$ cat src/hw/rtl/orls_pkg.sv
// shared types, constants and fixed-point helpers for the online rls model update
// no dependencies
package orls_pkg;

  localparam int unsigned DW = 64;
  localparam int unsigned N = 4;
  localparam logic signed [DW-1:0] GAIN2_RESET = 64'sd1166987806;
  localparam logic signed [DW-1:0] GAIN3_RESET = -64'sd747980150;
  localparam logic signed [DW-1:0] SMAX = {1'b0, {(DW-1){1'b1}}};
  localparam logic signed [DW-1:0] SMIN = {1'b1, {(DW-1){1'b0}}};
  localparam logic [5:0] IDX_COV = 6'd16;
  localparam logic [5:0] IDX_SMP = 6'd32;
  localparam logic [5:0] IDX_END = 6'd36;
  localparam logic [0:0] CMD_LOAD = 1'b0;
  localparam logic [0:0] CMD_UPDATE = 1'b1;
  localparam logic [0:0] REG_GAIN2 = 1'b0;
  localparam logic [0:0] REG_GAIN3 = 1'b1;

  typedef logic signed [DW-1:0] word_t;

  typedef struct packed {
    logic [0:0] cmd;
    logic [5:0] load_index;
    word_t      load_value;
    word_t      sample_0;
    word_t      sample_1;
    word_t      sample_2;
    word_t      sample_3;
    word_t      control_prev;
  } rls_item_t;

  typedef struct packed {
    logic [1:0] row_index;
    word_t      entry_col0;
    word_t      entry_col1;
    word_t      entry_col2;
    word_t      entry_col3;
    logic       last_row;
  } model_row_t;

  typedef enum logic [3:0] {
    ST_IDLE,
    ST_VW,
    ST_S,
    ST_DIV,
    ST_Y,
    ST_GE,
    ST_UPD,
    ST_OUT
  } state_t;

  typedef struct packed {
    logic  start;
    word_t a;
    word_t b;
  } mul_req_t;

  function automatic word_t sat_add(word_t a, word_t b);
    logic signed [DW:0] s;
    s = {a[DW-1], a} + {b[DW-1], b};
    if (s[DW] != s[DW-1]) return s[DW] ? SMIN : SMAX;
    return s[DW-1:0];
  endfunction

  function automatic word_t sat_sub(word_t a, word_t b);
    logic signed [DW:0] s;
    s = {a[DW-1], a} - {b[DW-1], b};
    if (s[DW] != s[DW-1]) return s[DW] ? SMIN : SMAX;
    return s[DW-1:0];
  endfunction

  function automatic logic [DW-1:0] mag(word_t a);
    return a[DW-1] ? (~a + 1'b1) : a;
  endfunction

  function automatic word_t finish(logic [DW-1:0] q, logic neg, logic ovf);
    if (neg) begin
      if (ovf || q[DW-1]) return SMIN;
      return ~q + 1'b1;
    end
    if (ovf || q[DW-1]) return SMAX;
    return q;
  endfunction

endpackage

$ cat src/hw/rtl/orls_mul.sv
// sequential fixed-point multiplier: four 32x32 partial products, round, saturate
// depends on orls_pkg
module orls_mul #(
  parameter int unsigned FRAC_BITS = 32
) (
  input  logic             clk,
  input  logic             rst,
  input  orls_pkg::mul_req_t req,
  output logic             done,
  output orls_pkg::word_t  result
);
  import orls_pkg::*;

  logic [DW-1:0] ua, ub;
  logic          neg;
  logic [2*DW-1:0] acc;
  logic [2:0]    step;
  logic          busy;
  logic [31:0]   opa, opb;
  logic [63:0]   pp;
  logic [2*DW-1:0] rnd;
  logic [2*DW-1:0] sh;
  logic          ovf;

  always_comb begin
    unique case (step[1:0])
      2'd0: begin opa = ua[31:0];  opb = ub[31:0];  end
      2'd1: begin opa = ua[31:0];  opb = ub[63:32]; end
      2'd2: begin opa = ua[63:32]; opb = ub[31:0];  end
      default: begin opa = ua[63:32]; opb = ub[63:32]; end
    endcase
    pp = opa * opb;
    rnd = acc + ({{(2*DW-1){1'b0}}, 1'b1} << (FRAC_BITS - 1));
    sh = rnd >> FRAC_BITS;
    ovf = |sh[2*DW-1:DW];
  end

  always_ff @(posedge clk) begin
    if (rst) begin
      busy <= 1'b0;
      done <= 1'b0;
      step <= '0;
    end else begin
      done <= 1'b0;
      if (req.start) begin
        ua <= mag(req.a);
        ub <= mag(req.b);
        neg <= req.a[DW-1] ^ req.b[DW-1];
        acc <= '0;
        step <= '0;
        busy <= 1'b1;
      end else if (busy) begin
        if (step == 3'd4) begin
          result <= finish(sh[DW-1:0], neg, ovf);
          done <= 1'b1;
          busy <= 1'b0;
        end else begin
          unique case (step[1:0])
            2'd0: acc <= acc + {64'd0, pp};
            2'd1, 2'd2: acc <= acc + ({64'd0, pp} << 32);
            default: acc <= acc + {pp, 64'd0};
          endcase
          step <= step + 3'd1;
        end
      end
    end
  end
endmodule

$ cat config.mk
export PLATFORM = sky130hd
export DESIGN_NAME = orls_mul
export DESIGN_NICKNAME = d
export VERILOG_FILES = /design/src/hw/rtl/orls_pkg.sv /design/src/hw/rtl/orls_mul.sv
export SDC_FILE = /design/constraint.sdc
export NUM_CORES = 2
export LEC_CHECK = 0
export BUFFER_PORTS_ARGS = -buffer_cell sky130_fd_sc_hd__buf_4
export CELL_PAD_IN_SITES_DETAIL_PLACEMENT = 0
export CELL_PAD_IN_SITES_GLOBAL_PLACEMENT = 1
export CORE_MARGIN = 10
export CORE_UTILIZATION = 35
export DETAILED_ROUTE_END_ITERATION = 16
export PLACE_DENSITY = 0.7
export SETUP_SLACK_MARGIN = 0.1
export SLEW_MARGIN = 40
export SYNTH_ARGS = -nofsm -noshare
export SYNTH_HDL_FRONTEND = slang
export SYNTH_SLANG_ARGS = --single-unit
$ cat constraint.sdc
create_clock -name clk -period 24.3 [get_ports clk]
set_input_delay 2.43 -clock clk [delete_from_list [all_inputs] [get_ports clk]]
set_output_delay 2.43 -clock clk [all_outputs]
set_load 0.01 [all_outputs]
==> reports/results.tsv <==
metric	value	unit
run status	finished clean	
Syn Std Cell Area	66060	sq um
Vias/cell	5.759	
Slew headroom	41.23	%
worst setup path start	step[0]	
EDFF count, synth	321	
via count	59100	
hold depth	2	
Reg2Reg Capture Point	acc[69]	
Initial Util	35.18	%
Setup CP Type	reg -> reg	
#FFs+latches synth	326	
reg2reg start	step[0]	
CTS tree	built	
DR iter-0 viols	5953	
met2 wire length	119800	um
Seq/Total Area, Yosys	14.74	%
total wire length	271900	um
CP startpoint kind	register	
CORE AREA	187800	sq um
Syn-to-layout area delta	9.888	%
DRC	0	
Synth top area share	27.24	%
grt ovf	0	
post-CTS sizing	0	
CP dominant cell by count	fa_1	
All-Layer GR Usage	25.82	%
setup bufs post-CTS	0	
io pins	196	
ANT nets after route	0	
DP HPWL	212800	um
die width	454.5	um
Worst-Margin Slew	0.8786	ns
hold path start	step[2]	
YS warnings	0	
CTS Buf Count	48	
RSZ-0062 raised after global routing	false	
die height	454.5	um
minimum clock period after layout	15.78	ns
row count	159	
post-synthesis cell count	7742	
DR WL/cell	26.50	um
final cell count without fillers	10260	
max-slew violation total from the final report	0	
Max Clk Rate	63.39	MHz
# setup viols final	0	
clock latency on the worst-skew pair	0.73	ns
nets	9238	
cts hold-fix bufs	0	
vias in the first global route	59260	
Required @ worst endpoint	24.86	ns
critical path's largest stage delay	0.82	ns
global-route wire length before repair	400300	um
Critical Path AT	16.33	ns
metal3 WL	25130	um
initial antenna violation count	6	
critical-path maximum fanout	40	
Max Used Layer	met5	
FF-to-FF setup slack	8.52	ns
Worst-path clk slew	0.07	ns
WHS Endpoint	step[2]	
DR pass1 iterations	6	
Register-to-Register Path Depth	42	
Async S/R FF share, synth	0	%
clock skew	0.05707	ns
Syn Area/Cell	8.533	sq um
endpoint class of the critical path	register	
post-synth cell types	89	
Num Clock Sinks	326	
slowest cell on the critical path	a211oi_2	
Worst Hold Class	reg -> reg	
Met1 Wirelength	113400	um
crit share post-route	64.92	%
Max H-tree Level	2	
dominant synthesized flop cell	edfxtp_1	
Synthesized Nets	9253	
synth top area cells	fa_1, edfxtp_1, ha_1, inv_1, nor2_1	
IO Port Bufs	195	
placed insts	10170	
GPL Wtd Cong	0.9867	
Hold Fails Final Rpt	0	
clock buffer depth	3	
cell taking the most area after synthesis	fa_1	
max_cap viols	0	
pin count of the biggest net entering global routing	84	
share of post-route cells with drive strength above 1	8.202	%
Die Area	206500	sq um
setup TNS	0	ns
root buffer cell	clkbuf_16	
[sequential cells by signal, indices dropped and copies added (netlist names)]
signal  cells
done        1
busy        1
acc       128
result     64
ub         64
neg         1
ua         64
step        3
[synthesized netlist by cell type (all sizes together) (9+ instances only)]
library cell and instances:
fa 899, a31oi 59, or4 23, o21a 38
and2 34, o21bai 54, a2111oi 10, nand2b 36
edfxtp 321, a211oi 67, o41ai 17, and4 30
xnor2 359, or3 41, nand3 156, buf 37
o22ai 11, nand4 139, o31ai 61, a22oi 36
mux2 64, inv 1006, or2 18, mux2i 95
ha 481, nand3b 9, nor4 57, xor2 168
a221oi 80, clkbuf 385, a21boi 16, a221o 12
o211ai 22, nor3 119, nor3b 17, a21o 226
o221ai 10, a21oi 366, nor2 877, and3 54
nand2 837, nor2b 37, o21ai 259
[metrics by stage]
stage | setup slack [ns] | utilization [%] | hold WS [ns] | instance area, sq um
2_1_floorplan | 11.47 | - | 0.4599 | 66060
3_3_place_gp | 8.312 | 37.59 | 0.5646 | 70590
3_5_place_dp | 8.790 | 37.72 | 0.5601 | 70840
4_1_cts | 8.711 | 38.63 | 0.5728 | 72550
5_1_grt | 7.928 | 38.66 | 0.6304 | 72600
6_report | 8.525 | 38.66 | 0.5727 | 72600
[layer usage]
metal,vias up,track usage [%]
li1,25930,-
met1,29780,34.91
met2,2827,39.96
met3,552,5.525
met4,8,10.70
met5,-,0
[worst max path at each step]
stage / end / slack (ns) / cells after the start
final: acc[69] / 8.52 / 42
after global routing: acc[69] / 7.93 / 44
after CTS: acc[69] / 8.71 / 44
after detailed placement: acc[69] / 8.79 / 44
after global placement: acc[69] / 8.31 / 45
after floorplan: acc[117] / 11.47 / 47
[placed cells by master, fill, tap and decap left out, types with 116 or more instances in the layout]
master / instances
a21o_1: 226
a21oi_1: 366
buf_4: 353
edfxtp_1: 321
fa_1: 899
ha_1: 479
inv_1: 1006
nand2_1: 837
nand3_1: 155
nand4_1: 138
nor2_1: 871
nor3_1: 116
o21ai_0: 251
xnor2_1: 343
xor2_1: 166
[cell type report]
class	count	area [sq um]
Antenna cell	1	2.502
Clock buffer	49	1205
Clock inverter	40	498.0
Fill cell	19160	115200
Inverter	1006	3776
Multi-Input combinational cell	5988	51530
Sequential cell	326	9739
Tap cell	2495	3122
Timing Repair Buffer	357	2729
[worst max-delay path, delay by kind of cell (launching register included)]
family / cells / cell delay [ns]
AND/OR/NAND/NOR: 9 / 2.34
flip-flops: 1 / 0.46
multiplexers: 1 / 0.33
buffers and inverters: 9 / 1.62
AO/OA/AOI/OAI: 10 / 4.41
adder cells (fa/ha/maj): 11 / 5.27
XOR/XNOR: 2 / 1.05
[kinds of logic (layout without fill, tap and decap cells)]
kind of cell / count (synthesis) / after routing / share of synthesized area, %
simple gates: 2504 / 2504 / 17.11
buf+inv: 1428 / 1452 / 8.210
compound gates: 1418 / 1418 / 14.07
fa+ha+maj: 1380 / 1380 / 36.35
xor+xnor: 527 / 527 / 6.987
flops: 326 / 326 / 14.74
mux: 159 / 159 / 2.530
other cells: 0 / 1 / 0
Power is not shown: default switching activity piles up to over one toggle a cycle in this logic, so the estimate is an artifact.
